<file path="config.mk">
export PLATFORM = sky130hd
export DESIGN_NAME = canopen_nmt_frame_dispatch
export DESIGN_NICKNAME = d
export VERILOG_FILES = /design/src/hdl/cnmt_pkg.sv /design/src/hdl/canopen_nmt_frame_dispatch.sv /design/src/hdl/cnmt_decode.sv
export SDC_FILE = /design/constraint.sdc
export NUM_CORES = 1
export LEC_CHECK = 0
export BUFFER_PORTS_ARGS = -buffer_cell sky130_fd_sc_hd__buf_4
export CAP_MARGIN = 10
export CORE_ASPECT_RATIO = 0.9
export CORE_MARGIN = 3
export CORE_UTILIZATION = 58
export DETAILED_ROUTE_END_ITERATION = 8
export GPL_TIMING_DRIVEN = 1
export PLACE_DENSITY = 0.87
export SYNTH_ARGS = -nofsm -noshare
export SYNTH_HDL_FRONTEND = slang
export SYNTH_HIERARCHICAL = 1
export SYNTH_SLANG_ARGS = --single-unit
export TNS_END_PERCENT = 10
</file>
<file path="constraint.sdc">
create_clock -name clk -period 14.9 [get_ports clk]
set_clock_uncertainty 0.1 [all_clocks]
set_input_delay 1.49 -clock clk [delete_from_list [all_inputs] [get_ports clk]]
set_output_delay 1.49 -clock clk [all_outputs]
set_load 0.01 [all_outputs]
</file>
<file path="src/hdl/cnmt_pkg.sv">
// Shared types and constants for the CANopen NMT frame dispatch block.
// No dependencies; imported by cnmt_decode and canopen_nmt_frame_dispatch.

package cnmt_pkg;

  // NMT states as reported on the result channel
  localparam logic [6:0] STATE_STOPPED     = 7'd4;
  localparam logic [6:0] STATE_OPERATIONAL = 7'd5;
  localparam logic [6:0] STATE_PREOP       = 7'd127;

  // NMT command specifiers (byte 0 of an NMT frame)
  localparam logic [7:0] CMD_START      = 8'h01;
  localparam logic [7:0] CMD_STOP       = 8'h02;
  localparam logic [7:0] CMD_PREOP      = 8'h80;
  localparam logic [7:0] CMD_RESET_NODE = 8'h81;
  localparam logic [7:0] CMD_RESET_COMM = 8'h82;

  // Identifier bases
  localparam logic [10:0] ID_NMT            = 11'h000;
  localparam logic [10:0] ID_SETPOINT_BASE  = 11'h200;
  localparam logic [10:0] ID_LIMITS_BASE    = 11'h300;
  localparam logic [10:0] ID_HEARTBEAT_BASE = 11'h700;

  localparam logic [3:0] NMT_MIN_LENGTH = 4'd2;
  localparam logic [3:0] MAX_LENGTH     = 4'd8;
  localparam logic [7:0] TARGET_ALL     = 8'h00;

  // Configuration register indexes
  localparam logic [1:0] REG_NODE_ID      = 2'd0;
  localparam logic [1:0] REG_SETPOINT_MIN = 2'd1;
  localparam logic [1:0] REG_LIMITS_MIN   = 2'd2;

  typedef enum logic [1:0] {
    ACT_NONE     = 2'd0,
    ACT_SETPOINT = 2'd1,
    ACT_LIMITS   = 2'd2,
    ACT_BOOTUP   = 2'd3
  } action_t;

  // One received frame
  typedef struct packed {
    logic [62:0] rx_time;
    logic [63:0] frame_data;
    logic [3:0]  frame_length;
    logic        remote;
    logic        extended;
    logic [10:0] frame_id;
  } frame_t;

  // Configuration seen by the decoder
  typedef struct packed {
    logic [6:0] node_id;
    logic [3:0] setpoint_min_length;
    logic [3:0] limits_min_length;
  } cfg_t;

  // Decision for one frame
  typedef struct packed {
    action_t     action;
    logic [63:0] payload;
    logic [62:0] payload_time;
    logic        stop_valid;
    logic        stop_value;
    logic [10:0] boot_frame_id;
    logic [6:0]  node_state;
  } decision_t;

endpackage

</file>
<file path="src/hdl/canopen_nmt_frame_dispatch.sv">
// Top level of the CANopen NMT slave frame dispatch: input register,
// decision via cnmt_decode, result register. Depends on cnmt_pkg, cnmt_decode.
//
//  channel | direction | handshake          | contents
//  in_     | slave     | tvalid/tready      | one received CAN frame
//  out_    | master    | tvalid/tready      | one decision per frame
//  cfg_    | slave     | valid/ready        | register index and write data
//
// One frame per cycle sustained while the output is not stalled; a frame passes
// from input acceptance to result valid through the input register, then the result register.
// The NMT state and frame counter update when a frame moves into the
// result register, so back-to-back frames see each other's state.
// A stalled output holds the result register; the input register still
// takes one more request, after which in_tready drops.
// rst_n is synchronous, active low; configuration takes its reset values.

module canopen_nmt_frame_dispatch
  import cnmt_pkg::*;
(
  input  logic         clk,
  input  logic         rst_n,
  // in_tdata: frame_id[10:0], frame_length[14:11], frame_data[78:15],
  //           rx_time[141:79], zero fill [143:142]
  input  logic         in_tvalid,
  output logic         in_tready,
  input  logic [143:0] in_tdata,
  // in_tuser: extended[0], remote[1]
  input  logic [1:0]   in_tuser,
  // out_tdata: payload[63:0], payload_time[126:64], stop_request_valid[127],
  //            stop_request_value[128], boot_frame_id[139:129],
  //            node_state[146:140], frames_seen[178:147], zero fill [183:179]
  output logic         out_tvalid,
  input  logic         out_tready,
  output logic [183:0] out_tdata,
  // out_tuser: action[1:0]
  output logic [1:0]   out_tuser,
  input  logic         cfg_valid,
  output logic         cfg_ready,
  input  logic [1:0]   cfg_index,
  input  logic [6:0]   cfg_data
);

  cfg_t       cfg_r;
  frame_t     frame_r;
  logic       frame_valid_r;
  logic [6:0] nmt_state_r;
  logic [31:0] counter_r;
  logic [31:0] counter_nxt;
  decision_t  dec;
  decision_t  result_r;
  logic [31:0] frames_seen_r;
  logic       out_valid_r;
  logic       advance;
  logic       in_accept;

  assign advance   = !out_valid_r || out_tready;
  assign in_tready = !frame_valid_r || advance;
  assign in_accept = in_tvalid && in_tready;
  assign cfg_ready = 1'b1;

  assign counter_nxt = counter_r + 32'd1;

  cnmt_decode u_decode (
    .frame     (frame_r),
    .cfg       (cfg_r),
    .nmt_state (nmt_state_r),
    .dec       (dec)
  );

  always_ff @(posedge clk) begin
    if (!rst_n) begin
      cfg_r.node_id             <= 7'd1;
      cfg_r.setpoint_min_length <= 4'd8;
      cfg_r.limits_min_length   <= 4'd8;
    end else if (cfg_valid && cfg_ready) begin
      unique case (cfg_index)
        REG_NODE_ID:      cfg_r.node_id             <= cfg_data;
        REG_SETPOINT_MIN: cfg_r.setpoint_min_length <= cfg_data[3:0];
        REG_LIMITS_MIN:   cfg_r.limits_min_length   <= cfg_data[3:0];
        default: begin
        end
      endcase
    end
  end

  // input register
  always_ff @(posedge clk) begin
    if (!rst_n) begin
      frame_valid_r <= 1'b0;
    end else if (in_tready) begin
      frame_valid_r <= in_tvalid;
    end
  end

  always_ff @(posedge clk) begin
    if (in_accept) begin
      frame_r.frame_id     <= in_tdata[10:0];
      frame_r.frame_length <= in_tdata[14:11];
      frame_r.frame_data   <= in_tdata[78:15];
      frame_r.rx_time      <= in_tdata[141:79];
      frame_r.extended     <= in_tuser[0];
      frame_r.remote       <= in_tuser[1];
    end
  end

  // node state, counter and result register advance together
  always_ff @(posedge clk) begin
    if (!rst_n) begin
      nmt_state_r <= STATE_PREOP;
      counter_r   <= '0;
      out_valid_r <= 1'b0;
    end else if (advance) begin
      out_valid_r <= frame_valid_r;
      if (frame_valid_r) begin
        nmt_state_r <= dec.node_state;
        counter_r   <= counter_nxt;
      end
    end
  end

  always_ff @(posedge clk) begin
    if (advance && frame_valid_r) begin
      result_r      <= dec;
      frames_seen_r <= counter_nxt;
    end
  end

  assign out_tvalid = out_valid_r;
  assign out_tuser  = result_r.action;
  assign out_tdata  = {5'b00000,
                       frames_seen_r,
                       result_r.node_state,
                       result_r.boot_frame_id,
                       result_r.stop_value,
                       result_r.stop_valid,
                       result_r.payload_time,
                       result_r.payload};

endmodule

</file>
<file path="src/hdl/cnmt_decode.sv">
// Frame decision logic: classifies one frame and yields the next NMT state.
// Depends on cnmt_pkg.

module cnmt_decode
  import cnmt_pkg::*;
(
  input  frame_t     frame,
  input  cfg_t       cfg,
  input  logic [6:0] nmt_state,
  output decision_t  dec
);

  logic [3:0]  len;
  logic [7:0]  cmd;
  logic [7:0]  target;
  logic [10:0] node_ext;
  logic [10:0] setpoint_id;
  logic [10:0] limits_id;
  logic        nmt_for_us;

  assign len         = (frame.frame_length > MAX_LENGTH) ? MAX_LENGTH : frame.frame_length;
  assign cmd         = frame.frame_data[7:0];
  assign target      = frame.frame_data[15:8];
  assign node_ext    = {4'b0000, cfg.node_id};
  assign setpoint_id = ID_SETPOINT_BASE + node_ext;
  assign limits_id   = ID_LIMITS_BASE + node_ext;
  assign nmt_for_us  = (len >= NMT_MIN_LENGTH) &&
                       ((target == TARGET_ALL) || (target == {1'b0, cfg.node_id}));

  always_comb begin
    dec.action        = ACT_NONE;
    dec.payload       = '0;
    dec.payload_time  = '0;
    dec.stop_valid    = 1'b0;
    dec.stop_value    = 1'b0;
    dec.boot_frame_id = '0;
    dec.node_state    = nmt_state;

    // drop extended and remote frames; they are only counted
    if (!frame.extended && !frame.remote) begin
      if (frame.frame_id == ID_NMT) begin
        if (nmt_for_us) begin
          unique case (cmd) inside
            CMD_START: begin
              dec.node_state = STATE_OPERATIONAL;
            end
            CMD_STOP: begin
              dec.node_state = STATE_STOPPED;
              dec.stop_valid = 1'b1;
              dec.stop_value = 1'b1;
            end
            CMD_PREOP: begin
              dec.node_state = STATE_PREOP;
              dec.stop_valid = 1'b1;
              dec.stop_value = 1'b1;
            end
            CMD_RESET_NODE, CMD_RESET_COMM: begin
              dec.node_state    = STATE_PREOP;
              dec.stop_valid    = 1'b1;
              dec.action        = ACT_BOOTUP;
              dec.boot_frame_id = ID_HEARTBEAT_BASE + node_ext;
            end
            default: begin
            end
          endcase
        end
      end else if (frame.frame_id == setpoint_id) begin
        if ((len >= cfg.setpoint_min_length) && (nmt_state == STATE_OPERATIONAL)) begin
          dec.action       = ACT_SETPOINT;
          dec.payload      = frame.frame_data;
          dec.payload_time = frame.rx_time;
        end
      end else if (frame.frame_id == limits_id) begin
        if (len >= cfg.limits_min_length) begin
          dec.action  = ACT_LIMITS;
          dec.payload = frame.frame_data;
        end
      end
    end
  end

endmodule
</file>
==> results.sh, run 1 <==
export IMPL_worstPathArrival_ns=4.54
export IMPL_tns_ns=0
export IMPL_drc_errors=0
export IMPL_relSlewSlack_pct=26.8
export IMPL_rsz0062_at_grt="false"
export IMPL_gp_congestion=0.885
export IMPL_grt_pass1_vias=8744
export IMPL_hold_buffers=0
export IMPL_yosysTopAreaCell="edfxtp_1"
export IMPL_track_usage_pct=23.2
export IMPL_cts_made_buffers=37
export IMPL_synth_cells=929
export IMPL_critPathLaunchType="input port"
export IMPL_clk_path_buf_depth=3
export IMPL_setup_viol=0
export IMPL_status="complete, no violations"
export IMPL_p_per_area_nw_per_um2=123
export IMPL_post_route_period_util_pct=28.3
export IMPL_p_total_mw=2.27
export IMPL_ctsRootBufferMaster="clkbuf_16"
export IMPL_pre_cts_slack_ns=10.13
export IMPL_yosysTopAreaCellShare_pct=67.0
export IMPL_tightest_slew_ns=1.10
export IMPL_die_h_um=156
export IMPL_diodes=0
export IMPL_period_needed_ns=4.22
export IMPL_route_met3_wl_mm=2.62
export IMPL_route_layer_met1_wl_mm=12.0
export IMPL_hold_class="reg2reg"
export IMPL_end_kind="register"
export IMPL_synthArstFlopShare_pct=0
export IMPL_fin_ws_ns=10.68
export IMPL_clk_pin_slew_worst_paths_ns=0.06
export IMPL_fin_nets=1439
export IMPL_post_route_cells_drive_above_1_share_pct=33.1
export IMPL_avgViaCountPerCell=5.33
export IMPL_critPathKind="in2reg"
export IMPL_maxCapViolations=0
export IMPL_dr_pass1_iters=5
export IMPL_clk_insertion_delay_late_ns=0.51
export IMPL_ys_ff_latch=381
export IMPL_drt_iter0_drc=639
export IMPL_vias=8694
export IMPL_wl_met2_mm=17.1
export IMPL_top_layer="met4"
export IMPL_die_area_um2=27100
export IMPL_slew_violations=0
export IMPL_yosysWarnings=6
export IMPL_path_max_fanout=133
export IMPL_wl_per_cell_um=20.2
export IMPL_area_growth_pct=27.2
export IMPL_yosys_most_used_dff="edfxtp_1"
export IMPL_ios=349
export IMPL_gr_total_overflow=0
export IMPL_synth_commonest_cells="325 x edfxtp_1, 99 x and2_1, 68 x and3_1"
export IMPL_synth_most_common_cell="edfxtp_1"
export IMPL_start_util_pct=59.6
export IMPL_ys_seq_area_share_pct=74.7
export IMPL_avgSynthCellArea_um2=15.7
export IMPL_finalWirelength_mm=32.9
export IMPL_coreArea_um2=24500
export IMPL_synth_cell_area_um2=14600
export IMPL_tritoncts="built"
export IMPL_ctsHtreeMaxLevel=2
export IMPL_grt_pass1_wl_mm=48.5
export IMPL_fin_util_pct=75.8
export IMPL_cts_sinks=381
export IMPL_leakage_nw=7.43
export IMPL_grt_antenna_before_repair=0
export IMPL_post_dp_hpwl_mm=22.4
export IMPL_synth_area_leaders="edfxtp_1 67%, dfxtp_1 7.7%, and2_1 4.3%"
export IMPL_synth_edf_count=325
export IMPL_ir_worst_vdd_mv=0.106
export IMPL_synth_cell_types=60
export IMPL_row_count=54
export IMPL_cts_setup_buffers=0
export IMPL_grt_max_degree=134
export IMPL_port_buffers=340
export IMPL_worstPathRequired_ns=15.22
export IMPL_post_cts_resize_count=0
export IMPL_report_final_hold_viol_count=0
export IMPL_fmax_mhz=237
export IMPL_ant_nets=0
export IMPL_die_w_um=173
metrics by stage:
stage          std cells  cell area [um^2]  hold slack, ns
3_5_place_dp        1567             17300           0.383
2_1_floorplan        933             14600           0.345
3_3_place_gp        1567             17300           0.363
4_1_cts             1632             18500           0.389
6_report            1632             18500           0.390
5_1_grt             1632             18500           0.413
per-layer routing:
metal	vias to the layer above	track usage [%]
li1	4042	-
met1	4222	26.4
met2	359	41.7
met3	71	7.06
met4	0	8.76
met5	-	0
cells by family (layout without fill, tap and decap cells):
logic type / count (synthesis) / count (layout) / synth area share (%)
xor gates and xnor gates: 74 / 74 / 4.50
DFF: 381 / 381 / 74.7
buffers and inverters: 61 / 424 / 2.30
adders and majority gates: 9 / 9 / 0.773
muxes: 16 / 16 / 1.10
AOI/OAI and AO/OA: 34 / 34 / 1.68
other: 3 / 7 / 0.0773
and+or+nand+nor: 351 / 351 / 14.9
state kept, by name, summed over array words and instances (netlist names):
signal         cells
frame_r          144
frame_valid_r      1
out_tvalid         1
frames_seen_r     32
out_tuser          2
nmt_state_r        7
counter_r         32
cfg_r             15
out_tdata        147
worst max-delay path, stage by stage:
cell and delay (ns):
buf_4 0.07, and2b_1 0.27, nand2b_1 0.18, buf_4 0.22, inv_8 0.62, buf_4 0.79
nand4_1 0.31, or3_1 0.39, a21boi_1 0.15
final timing paths:
path	slack [ns]	depth (start not counted)	to	start
max	10.68	9	counter_r[30]	out_tready
min	0.39	2	nmt_state_r[2]	nmt_state_r[2]
max reg2reg	11.44	8	counter_r[30]	out_tvalid
min reg2reg	0.39	2	nmt_state_r[2]	nmt_state_r[2]
cell usage in the layout (no fill, tap or decap), types with 7 or more instances in the layout:
| master | count |
|---|---|
| nand3_1 | 21 |
| clkbuf_1 | 9 |
| a21oi_1 | 9 |
| and2_1 | 98 |
| ha_1 | 9 |
| xor2_1 | 30 |
| mux2i_1 | 16 |
| nor2_1 | 20 |
| nand2_1 | 50 |
| nand4_1 | 16 |
| edfxtp_1 | 325 |
| conb_1 | 7 |
| nor4_1 | 9 |
| dfxtp_1 | 56 |
| nor3_1 | 11 |
| clkbuf_16 | 39 |
| buf_4 | 347 |
| nor2b_1 | 17 |
| xnor2_1 | 43 |
| and3_1 | 68 |
| inv_1 | 11 |
power breakdown:
| part | internal, mW | switching [mW] |
|---|---|---|
| clock | 0.540 | 0.370 |
| combinational | 0.0636 | 0.0685 |
| sequential | 1.21 | 0.0202 |
| total | 1.81 | 0.459 |
area by class of cell:
type	instances	area [um^2]
well taps	336	420
clock buffers	50	1040
multi-input cells	491	3390
fillers	1458	5930
clock inverters	15	148
repair buffers	347	2610
inverters	12	52.6
flip-flops and latches	381	10900
No activity file was read; power rests on OpenSTA's default activity.
==> run 2, diff against run 1 <==
Settings changed: CORE_UTILIZATION 58 to 53, PLACE_DENSITY 0.87 to 0.81.
Clock period 14.9 ns to 4.2 ns, I/O delays scaled along.
==> results.sh, run 2 (synthesis gave the netlist of run 1 again) <==
export IMPL_post_route_cells_drive_above_1_share_pct=29.8
export IMPL_most_common_layout_cells="347 x buf_4, 325 x edfxtp_1, 144 x dlygate4sd3_1, 98 x and2_1, 68 x and3_1"
export IMPL_dr_pass1_iters=5
export IMPL_die_w_um=181
export IMPL_ir_worst_vdd_mv=0.349
export IMPL_tritoncts="built"
export IMPL_gp_congestion=0.793
export IMPL_cts_sinks=381
export IMPL_coreArea_um2=26600
export IMPL_drt_iter0_drc=773
export IMPL_rsz0062_at_grt="false"
export IMPL_reg2reg_from="frame_r[16]"
export IMPL_die_area_um2=29500
export IMPL_fin_util_pct=75.7
export IMPL_worstPathRequired_ns=4.37
export IMPL_cts_made_buffers=38
export IMPL_layout_commonest_cell="buf_4"
export IMPL_p_per_area_nw_per_um2=414
export IMPL_grt_pass1_vias=9842
export IMPL_post_dp_hpwl_mm=22.2
export IMPL_relSlewSlack_pct=51.6
export IMPL_leakage_nw=8.05
export IMPL_tns_ns=0
export IMPL_tightest_slew_ns=0.721
export IMPL_path_max_fanout=64
export IMPL_report_final_hold_viol_count=0
export IMPL_critPathLaunchType="register"
export IMPL_ff2ff_path_depth=9
export IMPL_area_growth_pct=37.9
export IMPL_row_count=56
export IMPL_slew_violations=0
export IMPL_vias=9449
export IMPL_clk_path_buf_depth=3
export IMPL_port_buffers=340
export IMPL_r2r_end="out_tdata[55]"
export IMPL_hold_path_depth=3
export IMPL_setup_viol=0
export IMPL_clk_insertion_delay_late_ns=0.53
export IMPL_ant_nets=0
export IMPL_worstPathArrival_ns=3.31
export IMPL_fmax_mhz=319
export IMPL_ctsRootBufferMaster="clkbuf_16"
export IMPL_rrSetupSlack_ns=1.06
export IMPL_ios=349
export IMPL_fin_nets=1587
export IMPL_gr_total_overflow=0
export IMPL_wl_per_cell_um=21.0
export IMPL_finalWirelength_mm=37.7
export IMPL_grt_antenna_before_repair=2
export IMPL_drc_errors=0
export IMPL_avgViaCountPerCell=5.26
export IMPL_hold_path_endpoint="cfg_r[8]"
export IMPL_post_route_period_util_pct=74.7
export IMPL_status="complete, no violations"
export IMPL_ctsHtreeMaxLevel=2
export IMPL_critPathKind="reg2reg"
export IMPL_clk_pin_slew_worst_paths_ns=0.06
export IMPL_grt_max_degree=78
export IMPL_fin_hold_ws_ns=0.0515
export IMPL_die_h_um=163
export IMPL_grt_pass1_wl_mm=56.6
export IMPL_hp_start="cfg_data[0]"
export IMPL_maxCapViolations=0
export IMPL_cts_setup_buffers=0
export IMPL_hold_class="in2reg"
export IMPL_fillers=1505
export IMPL_largest_reg_flops=147
export IMPL_end_kind="register"
export IMPL_start_util_pct=54.8
export IMPL_track_usage_pct=24.9
export IMPL_period_needed_ns=3.14
==> run 2: cell count changes in the layout (fill, tap and decap cells not counted), sizes merged <==
cell,change
buf,+3
clkinvlp,+3
dlygate4sd3,+144
clkinv,+3
clkbuf,-1
diode,+2
==> run 2: how the worst max path moves through the flow <==
stage	start	endpoint	slack [ns]	depth (start not counted)
final	frame_r[16]	out_tdata[55]	1.06	9
after global routing	frame_r[16]	out_tdata[55]	0.97	9
after CTS	frame_r[16]	out_tdata[15]	1.16	9
after detailed placement	frame_r[16]	out_tdata[26]	1.18	9
after global placement	frame_r[16]	out_tdata[17]	1.25	9
after floorplan	out_tready	frames_seen_r[0]	0.42	5
==> run 2: through the flow <==
step | total power, mW | instance area (um^2) | cells | setup WS (ns)
floorplan | 4.60 | 14600 | 933 | 0.418
global placement | 4.89 | 17400 | 1582 | 1.25
detailed placement | 4.91 | 17400 | 1582 | 1.18
CTS | 8.30 | 20100 | 1796 | 1.16
global route | 8.58 | 20100 | 1798 | 0.966
finish | 8.31 | 20100 | 1798 | 1.06
==> run 2: cell type report <==
class / count / area [um^2] / share of cell area, %
diodes: 2 / 5.00 / 0.0249
clock inverters: 21 / 201 / 1.00
clock buffers: 49 / 1020 / 5.09
flip-flops and latches: 381 / 10900 / 54.2
multi-input cells: 491 / 3390 / 16.9
repair buffers: 494 / 4110 / 20.4
inverters: 12 / 52.6 / 0.262
well taps: 348 / 435 / 2.17
==> run 2: where the power goes <==
group,switching (mW),internal [mW]
clock network,1.42,1.92
registers,0.0783,4.28
logic,0.285,0.320
==> run 2: timing repair <==
action / CTS / global route
hold buffers: 144 / 0
gates resized for setup: 0 / 0
setup endpoints to repair: 0 / 0
hold endpoints to repair: 144 / 0
==> run 2: worst max-delay path, stage by stage, from the launching register on <==
cell and delay (ns):
edfxtp_1 0.50, nand2b_1 0.22, ha_1 0.28, nand2b_1 0.16
a21o_1 0.19, a21o_1 0.18, a21oi_1 0.51, o22ai_4 0.12
buf_4 0.30, and3_1 0.30
==> run 2: metal layers <==
metal	GRT usage, %	up-vias	routed length [um]
met5	0	-	0
met4	8.75	0	1240
met3	4.94	76	2430
met2	46.2	409	20400
met1	28.8	4623	13600
li1	-	4341	-
